`config.mk`:
```
export PLATFORM = sky130hd
export DESIGN_NAME = ffha_ctrl
export DESIGN_NICKNAME = d
export VERILOG_FILES = /design/src/hdl/ffha_pkg.sv /design/src/hdl/ffha_ctrl.sv
export SDC_FILE = /design/constraint.sdc
export NUM_CORES = 1
export LEC_CHECK = 0
export ABC_AREA = 1
export BUFFER_PORTS_ARGS = -buffer_cell sky130_fd_sc_hd__buf_2
export CAP_MARGIN = 5
export CORE_ASPECT_RATIO = 1.5
export CORE_MARGIN = 2
export CORE_UTILIZATION = 30
export CTS_BUF_LIST = sky130_fd_sc_hd__clkbuf_16
export CTS_CLUSTER_DIAMETER = 50
export DETAILED_ROUTE_END_ITERATION = 8
export SKIP_CTS_REPAIR_TIMING = 1
export SYNTH_ARGS = -nofsm -noshare
export SYNTH_HDL_FRONTEND = slang
export SYNTH_SLANG_ARGS = --single-unit
```
`constraint.sdc`:
```
create_clock -name i_clk -period 1.3 [get_ports i_clk]
set_input_delay 0.26 -clock i_clk [delete_from_list [all_inputs] [get_ports i_clk]]
set_output_delay 0.26 -clock i_clk [all_outputs]
set_load 0.005 [all_outputs]
```
`src/hdl/ffha_pkg.sv`:
```
// Package of the first-fit heap allocator: command and status types, operation codes,
// result codes and default sizes. No dependencies.
package ffha_pkg;

    // Default sizes of the tables and of the address range.
    localparam int FREE_ENTRIES_DEF = 64;
    localparam int USED_ENTRIES_DEF = 64;
    localparam int ADDR_BITS_DEF    = 16;
    localparam logic [15:0] HEAP_RESET = 16'd2000;

    // Register index of heap_size on the configuration port.
    localparam logic REG_HEAP_SIZE = 1'b0;

    // Result codes.
    localparam logic [2:0] ST_ALLOC   = 3'd0;
    localparam logic [2:0] ST_NOFIT   = 3'd1;
    localparam logic [2:0] ST_FREED   = 3'd2;
    localparam logic [2:0] ST_UNKNOWN = 3'd3;
    localparam logic [2:0] ST_FULL    = 3'd4;
    localparam logic [2:0] ST_ZERO    = 3'd5;

    // Source of the reported block start.
    localparam logic [1:0] RS_ZERO = 2'd0;
    localparam logic [1:0] RS_REL  = 2'd1;
    localparam logic [1:0] RS_FIT  = 2'd2;

    // Datapath operations.
    localparam logic [4:0] OP_NONE       = 5'd0;
    localparam logic [4:0] OP_LOAD       = 5'd1;
    localparam logic [4:0] OP_INIT       = 5'd2;
    localparam logic [4:0] OP_TSCAN      = 5'd3;
    localparam logic [4:0] OP_FSTART     = 5'd4;
    localparam logic [4:0] OP_RSCAN      = 5'd5;
    localparam logic [4:0] OP_FSCAN      = 5'd6;
    localparam logic [4:0] OP_EVAL       = 5'd7;
    localparam logic [4:0] OP_WPREV_BOTH = 5'd8;
    localparam logic [4:0] OP_WPREV      = 5'd9;
    localparam logic [4:0] OP_WNEXT      = 5'd10;
    localparam logic [4:0] OP_DSTART     = 5'd11;
    localparam logic [4:0] OP_USTART     = 5'd12;
    localparam logic [4:0] OP_SHIFT      = 5'd13;
    localparam logic [4:0] OP_DEC        = 5'd14;
    localparam logic [4:0] OP_UEND       = 5'd15;
    localparam logic [4:0] OP_RDONE      = 5'd16;
    localparam logic [4:0] OP_FSPLIT     = 5'd17;
    localparam logic [4:0] OP_FWRITE     = 5'd18;
    localparam logic [4:0] OP_OUT        = 5'd19;

    // Commands from the controller to the datapath.
    typedef struct packed {
        logic [4:0] op;
        logic       in_ready;
        logic       set_res;
        logic [2:0] res_code;
        logic [1:0] res_sel;
        logic       set_rep;
    } t_cmd;

    // Status from the datapath to the controller.
    typedef struct packed {
        logic in_fire;
        logic in_zero;
        logic act_free;
        logic cfg_wr;
        logic tdone;
        logic tfound;
        logic slot_free;
        logic fhit;
        logic fend;
        logic mprev;
        logic mnext;
        logic ffull;
        logic shift_done;
        logic split;
        logic out_free;
    } t_stat;

endpackage

```
`src/hdl/ffha_ctrl.sv`:
```
// Controller of the first-fit heap allocator: sequences the table scans, merges and shifts.
// Depends on ffha_pkg.
module ffha_ctrl (
    input  logic            i_clk,
    input  logic            i_rst_n,
    input  ffha_pkg::t_stat i_stat,
    output ffha_pkg::t_cmd  o_cmd
);

    localparam logic [4:0] S_INIT   = 5'd0;
    localparam logic [4:0] S_IDLE   = 5'd1;
    localparam logic [4:0] S_TSCAN  = 5'd2;
    localparam logic [4:0] S_RSTART = 5'd3;
    localparam logic [4:0] S_RSCAN  = 5'd4;
    localparam logic [4:0] S_EVAL   = 5'd5;
    localparam logic [4:0] S_MERGE  = 5'd6;
    localparam logic [4:0] S_DSTART = 5'd7;
    localparam logic [4:0] S_USTART = 5'd8;
    localparam logic [4:0] S_SHIFTD = 5'd9;
    localparam logic [4:0] S_SHIFTU = 5'd10;
    localparam logic [4:0] S_DEND   = 5'd11;
    localparam logic [4:0] S_UEND   = 5'd12;
    localparam logic [4:0] S_RDONE  = 5'd13;
    localparam logic [4:0] S_FSTART = 5'd14;
    localparam logic [4:0] S_FSCAN  = 5'd15;
    localparam logic [4:0] S_FTAKE  = 5'd16;
    localparam logic [4:0] S_FWRITE = 5'd17;
    localparam logic [4:0] S_DONE   = 5'd18;

    logic [4:0] r_state, n_state;
    logic       r_fitctx, n_fitctx;

    // Next state and commands.
    always_comb begin
        n_state  = r_state;
        n_fitctx = r_fitctx;
        o_cmd    = '0;
        o_cmd.op = ffha_pkg::OP_NONE;
        case (r_state)
            S_INIT: begin
                o_cmd.op = ffha_pkg::OP_INIT;
                n_state  = S_IDLE;
            end
            S_IDLE: begin
                o_cmd.op       = ffha_pkg::OP_LOAD;
                o_cmd.in_ready = 1'b1;
                if (i_stat.in_fire) begin
                    if (i_stat.in_zero) begin
                        o_cmd.set_res  = 1'b1;
                        o_cmd.res_code = ffha_pkg::ST_ZERO;
                        o_cmd.res_sel  = ffha_pkg::RS_ZERO;
                        n_state        = S_DONE;
                    end else begin
                        n_state = S_TSCAN;
                    end
                end
            end
            S_TSCAN: begin
                o_cmd.op = ffha_pkg::OP_TSCAN;
                if (i_stat.tdone) begin
                    if (i_stat.tfound) begin
                        n_state = S_RSTART;
                    end else if (i_stat.act_free) begin
                        o_cmd.set_res  = 1'b1;
                        o_cmd.res_code = ffha_pkg::ST_UNKNOWN;
                        o_cmd.res_sel  = ffha_pkg::RS_ZERO;
                        n_state        = S_DONE;
                    end else if (i_stat.slot_free) begin
                        n_state = S_FSTART;
                    end else begin
                        o_cmd.set_res  = 1'b1;
                        o_cmd.res_code = ffha_pkg::ST_FULL;
                        o_cmd.res_sel  = ffha_pkg::RS_ZERO;
                        n_state        = S_DONE;
                    end
                end
            end
            S_RSTART: begin
                o_cmd.op = ffha_pkg::OP_FSTART;
                n_state  = S_RSCAN;
            end
            S_RSCAN: begin
                o_cmd.op = ffha_pkg::OP_RSCAN;
                if (i_stat.fhit || i_stat.fend) begin
                    n_state = S_EVAL;
                end
            end
            S_EVAL: begin
                o_cmd.op = ffha_pkg::OP_EVAL;
                n_state  = S_MERGE;
            end
            S_MERGE: begin
                if (i_stat.mprev && i_stat.mnext) begin
                    o_cmd.op = ffha_pkg::OP_WPREV_BOTH;
                    n_fitctx = 1'b0;
                    n_state  = S_DSTART;
                end else if (i_stat.mprev) begin
                    o_cmd.op = ffha_pkg::OP_WPREV;
                    n_state  = S_RDONE;
                end else if (i_stat.mnext) begin
                    o_cmd.op = ffha_pkg::OP_WNEXT;
                    n_state  = S_RDONE;
                end else if (i_stat.ffull) begin
                    o_cmd.set_res  = 1'b1;
                    o_cmd.res_code = ffha_pkg::ST_FULL;
                    o_cmd.res_sel  = ffha_pkg::RS_ZERO;
                    n_state        = S_DONE;
                end else begin
                    n_state = S_USTART;
                end
            end
            S_DSTART: begin
                o_cmd.op = ffha_pkg::OP_DSTART;
                n_state  = S_SHIFTD;
            end
            S_USTART: begin
                o_cmd.op = ffha_pkg::OP_USTART;
                n_state  = S_SHIFTU;
            end
            S_SHIFTD: begin
                o_cmd.op = ffha_pkg::OP_SHIFT;
                if (i_stat.shift_done) begin
                    n_state = S_DEND;
                end
            end
            S_SHIFTU: begin
                o_cmd.op = ffha_pkg::OP_SHIFT;
                if (i_stat.shift_done) begin
                    n_state = S_UEND;
                end
            end
            S_DEND: begin
                o_cmd.op = ffha_pkg::OP_DEC;
                n_state  = r_fitctx ? S_FWRITE : S_RDONE;
            end
            S_UEND: begin
                o_cmd.op = ffha_pkg::OP_UEND;
                n_state  = S_RDONE;
            end
            S_RDONE: begin
                o_cmd.op = ffha_pkg::OP_RDONE;
                if (i_stat.act_free) begin
                    o_cmd.set_res  = 1'b1;
                    o_cmd.res_code = ffha_pkg::ST_FREED;
                    o_cmd.res_sel  = ffha_pkg::RS_REL;
                    n_state        = S_DONE;
                end else begin
                    o_cmd.set_rep = 1'b1;
                    n_state       = S_FSTART;
                end
            end
            S_FSTART: begin
                o_cmd.op = ffha_pkg::OP_FSTART;
                n_state  = S_FSCAN;
            end
            S_FSCAN: begin
                o_cmd.op = ffha_pkg::OP_FSCAN;
                if (i_stat.fhit) begin
                    n_state = S_FTAKE;
                end else if (i_stat.fend) begin
                    o_cmd.set_res  = 1'b1;
                    o_cmd.res_code = ffha_pkg::ST_NOFIT;
                    o_cmd.res_sel  = ffha_pkg::RS_ZERO;
                    n_state        = S_DONE;
                end
            end
            S_FTAKE: begin
                if (i_stat.split) begin
                    o_cmd.op = ffha_pkg::OP_FSPLIT;
                    n_state  = S_FWRITE;
                end else begin
                    n_fitctx = 1'b1;
                    n_state  = S_DSTART;
                end
            end
            S_FWRITE: begin
                o_cmd.op       = ffha_pkg::OP_FWRITE;
                o_cmd.set_res  = 1'b1;
                o_cmd.res_code = ffha_pkg::ST_ALLOC;
                o_cmd.res_sel  = ffha_pkg::RS_FIT;
                n_state        = S_DONE;
            end
            S_DONE: begin
                o_cmd.op = ffha_pkg::OP_OUT;
                if (i_stat.out_free) begin
                    n_state = S_IDLE;
                end
            end
            default: begin
                n_state = S_INIT;
            end
        endcase
        // A heap_size write rebuilds the free table.
        if (i_stat.cfg_wr) begin
            n_state = S_INIT;
        end
    end

    // State registers.
    always_ff @(posedge i_clk) begin
        if (!i_rst_n) begin
            r_state  <= S_INIT;
            r_fitctx <= 1'b0;
        end else begin
            r_state  <= n_state;
            r_fitctx <= n_fitctx;
        end
    end

endmodule

```
==> results.py <==
metrics = {
    "timing": {
        "finalSetupTns_ns": -5.31,
        "setup_violations": 18,
        "tightest_slew_ns": 0.234,
        "final-hold-violation-count": 0,
        "holdWs_ns": 0.278,
        "drv_slew": 0,
        "grt_setup_unrepaired": "yes",
        "slew_headroom_pct": 84.3,
        "worst_clock_skew_ns": 0.00129,
        "fin_ws_ns": -0.433,
        "min_period_over_period_pct": 133,
        "max_freq_ghz": 0.577,
        "finalCriticalPeriod_ns": 1.73,
    },
    "run": {
        "cap_violations": 0,
    },
    "floorplan": {
        "ios": 30,
        "die_height_um": 73.9,
        "initial_core_util_pct": 31.2,
        "placementRows": 25,
        "die_w_um": 50.6,
        "core_um2": 3130,
        "dieArea_um2": 3730,
    },
    "final_layout": {
        "drive_gt1_share_pct": 52.2,
        "multi_input_area_um2": 891,
        "antenna_cells": 0,
        "final_cells": 308,
        "seqCellArea_um2": 136,
        "syn_to_final_growth_pct": 85.0,
        "fin_util_pct": 57.7,
        "final_nets": 287,
        "fill_cells": 304,
    },
    "place": {
        "port_buffers": 29,
        "place_inst": 295,
        "hpwlAfterDp_um": 3050,
        "gp_congestion": 0.887,
    },
    "synth": {
        "avgSynthCellArea_um2": 5.25,
        "synth_top_cell_by_area": "nand2_1",
        "ys_seq_area_share_pct": 12.3,
        "synth_cells": 186,
        "synth_seq_cells": 6,
        "ys_types": 23,
        "synthesis.nets": 203,
        "netlist.area_leader.share_pct": 21.5,
        "ys.warnings.count": 0,
        "synthTopCellsByArea": "nand2_1, nor2_1, dfxtp_1",
        "syn-cell-area_um2": 976,
    },
    "critical_path": {
        "r2r_start": "r_state[2]$_SDFFE_PP0P_",
        "cp.required_ns": 1.04,
        "r2r_slack_ns": -0.23,
        "ff2ff_path_depth": 10,
        "end_kind": "output pin",
        "start_kind": "flop",
        "rr_endpoint": "r_state[2]$_SDFFE_PP0P_",
        "cp_max_fo": 4,
        "critPathArrivalTime_ns": 1.47,
        "crit_type": "flop to output pin",
    },
    "min_path": {
        "hold_start": "i_rst_n",
        "hp-class": "input pin to flop",
        "whs_endpoint": "r_fitctx$_SDFFE_PN0P_",
        "hold_depth": 3,
    },
    "global_route": {
        "grt_max_degree": 10,
        "antenna_found_initial": 0,
        "gr-total-overflow": 0,
        "global_route.usage.total_pct": 20.3,
        "grt_pass1_vias": 1351,
        "grt_pass1_wl_um": 5810,
    },
    "detailed_routing": {
        "drc": 0,
        "vias": 1475,
        "firstDrtPassIters": 4,
        "wl_per_cell_um": 12.2,
        "drt-total-wl_um": 3750,
        "drtIter0Drc": 27,
        "viasPerCell": 4.79,
        "ant_nets": 0,
    },
    "run_status": {
        "status": "finished with violations",
        "failed_checks": "negative setup slack",
    },
    "clock_network": {
        "htree_levels": 1,
        "numCtsBuffers": 3,
        "clk_latency_ns": 0.23,
        "cts_tree": "yes",
        "clockBufferDepth": 2,
        "clock_sinks": 6,
        "clk_pin_slew_ns": 0.03,
        "cts-root-buf": "clkbuf_16",
    },
    "pwr": {
        "leakage_nw": 1.05,
        "ir_worst_vdd_uv": 476,
        "power_density_nw_per_um2": 552,
    },
}
## where the power goes
| group | switching (mW) | total, mW | internal (mW) |
|---|---|---|---|
| combinational | 0.164 | 0.298 | 0.135 |
| clock | 0.0995 | 0.494 | 0.394 |
| sequential | 0.0158 | 0.203 | 0.188 |
| total | 0.279 | 0.996 | 0.717 |
## layer usage
metal	routed length [um]	global-route usage (%)
met5	0	0
met1	1390	21.5
met3	153	1.83
met2	2040	39.6
met4	176	9.31
## cells by family (layout without fill, tap and decap cells)
family	Yosys count	in the layout	share of synthesized area, %
AO/OA/AOI/OAI	17	17	10.0
AND/OR/NAND/NOR	134	134	66.2
buffers and inverters	29	111	11.5
flip-flops	6	6	12.3
## state kept, by name (all words and copies together) (netlist names)
name	cells
r_state	5
r_fitctx	1
## synth_stat cells
cell type	instances
or2_2	1
nor3_1	2
inv_1	20
nand3_1	13
o211ai_1	1
o21ai_1	1
dfxtp_1	6
nand3_2	5
a21oi_1	9
nand3_4	1
o21ai_0	2
nand4_1	5
a31oi_1	2
nand2_1	56
o221ai_1	1
buf_4	1
nand2_2	4
inv_2	8
nor2_2	5
o2111ai_1	1
nor2_1	35
nand3b_1	3
nor2_4	4
## per-stage QoR
step | setup WS, ns | power [mW] | instance area [um^2]
finish | -0.433 | 0.996 | 1810
CTS | -0.514 | 0.958 | 1570
global route | -0.525 | 1.05 | 1810
global placement | -0.291 | 0.462 | 1490
floorplan | -0.00647 | 0.343 | 995
detailed placement | -0.269 | 0.463 | 1490
## layout by cell type (no fill, tap or decap)
| cell | synthesis | layout |
|---|---|---|
| nor2_2 | 5 | 4 |
| buf_6 | 0 | 4 |
| o21ai_1 | 1 | 1 |
| nand3_4 | 1 | 2 |
| a21oi_1 | 9 | 7 |
| dfxtp_1 | 6 | 1 |
| dfxtp_4 | 0 | 4 |
| nor2_1 | 35 | 28 |
| nand4_1 | 5 | 5 |
| o211ai_1 | 1 | 1 |
| dfxtp_2 | 0 | 1 |
| nor3_2 | 0 | 1 |
| nand2_1 | 56 | 49 |
| buf_2 | 0 | 29 |
| nand3_1 | 13 | 9 |
| inv_2 | 8 | 7 |
| nand2_2 | 4 | 7 |
| a31oi_1 | 2 | 1 |
| or2_2 | 1 | 1 |
| inv_1 | 20 | 19 |
| o221ai_2 | 0 | 1 |
| buf_4 | 1 | 47 |
| o2111ai_1 | 1 | 1 |
| nor2_4 | 4 | 12 |
| inv_4 | 0 | 2 |
| nor3_1 | 2 | 1 |
| a31oi_2 | 0 | 1 |
| nand3_2 | 5 | 8 |
| nand2_4 | 0 | 4 |
| clkbuf_16 | 0 | 3 |
| o21ai_0 | 2 | 2 |
| a21oi_2 | 0 | 2 |
| nand3b_1 | 3 | 3 |
## layout make-up
cell class / count / area share [%]
inverter: 28 / 6.10
timing repair buffer: 80 / 30.1
multi-input combinational: 151 / 49.3
clock buffer: 3 / 4.16
tap: 40 / 2.77
sequential: 6 / 7.55
## how the worst max path moves through the flow
stage | from | endpoint | slack, ns | cells after the start
floorplan | r_state[3]$_SDFFE_PP0P_ | o_cmd[6] | -0.006 | 5
global placement | r_state[1]$_SDFFE_PP0P_ | o_cmd[6] | -0.29 | 8
detailed placement | r_state[1]$_SDFFE_PP0P_ | o_cmd[6] | -0.27 | 8
CTS | r_state[1]$_SDFFE_PP0P_ | o_cmd[6] | -0.51 | 8
global route | r_state[4]$_SDFFE_PP0P_ | o_cmd[6] | -0.53 | 7
finish | r_state[4]$_SDFFE_PP0P_ | o_cmd[9] | -0.43 | 8
## critical path, stage by stage (launching register included)
cell	delay, ns
dfxtp_2	0.31
buf_4	0.16
nand2_1	0.15
nor2_4	0.04
nor2_1	0.15
nand3_1	0.11
nor2_1	0.12
o21ai_0	0.08
buf_2	0.13
Note: power is estimated with default switching activity, not from simulation.
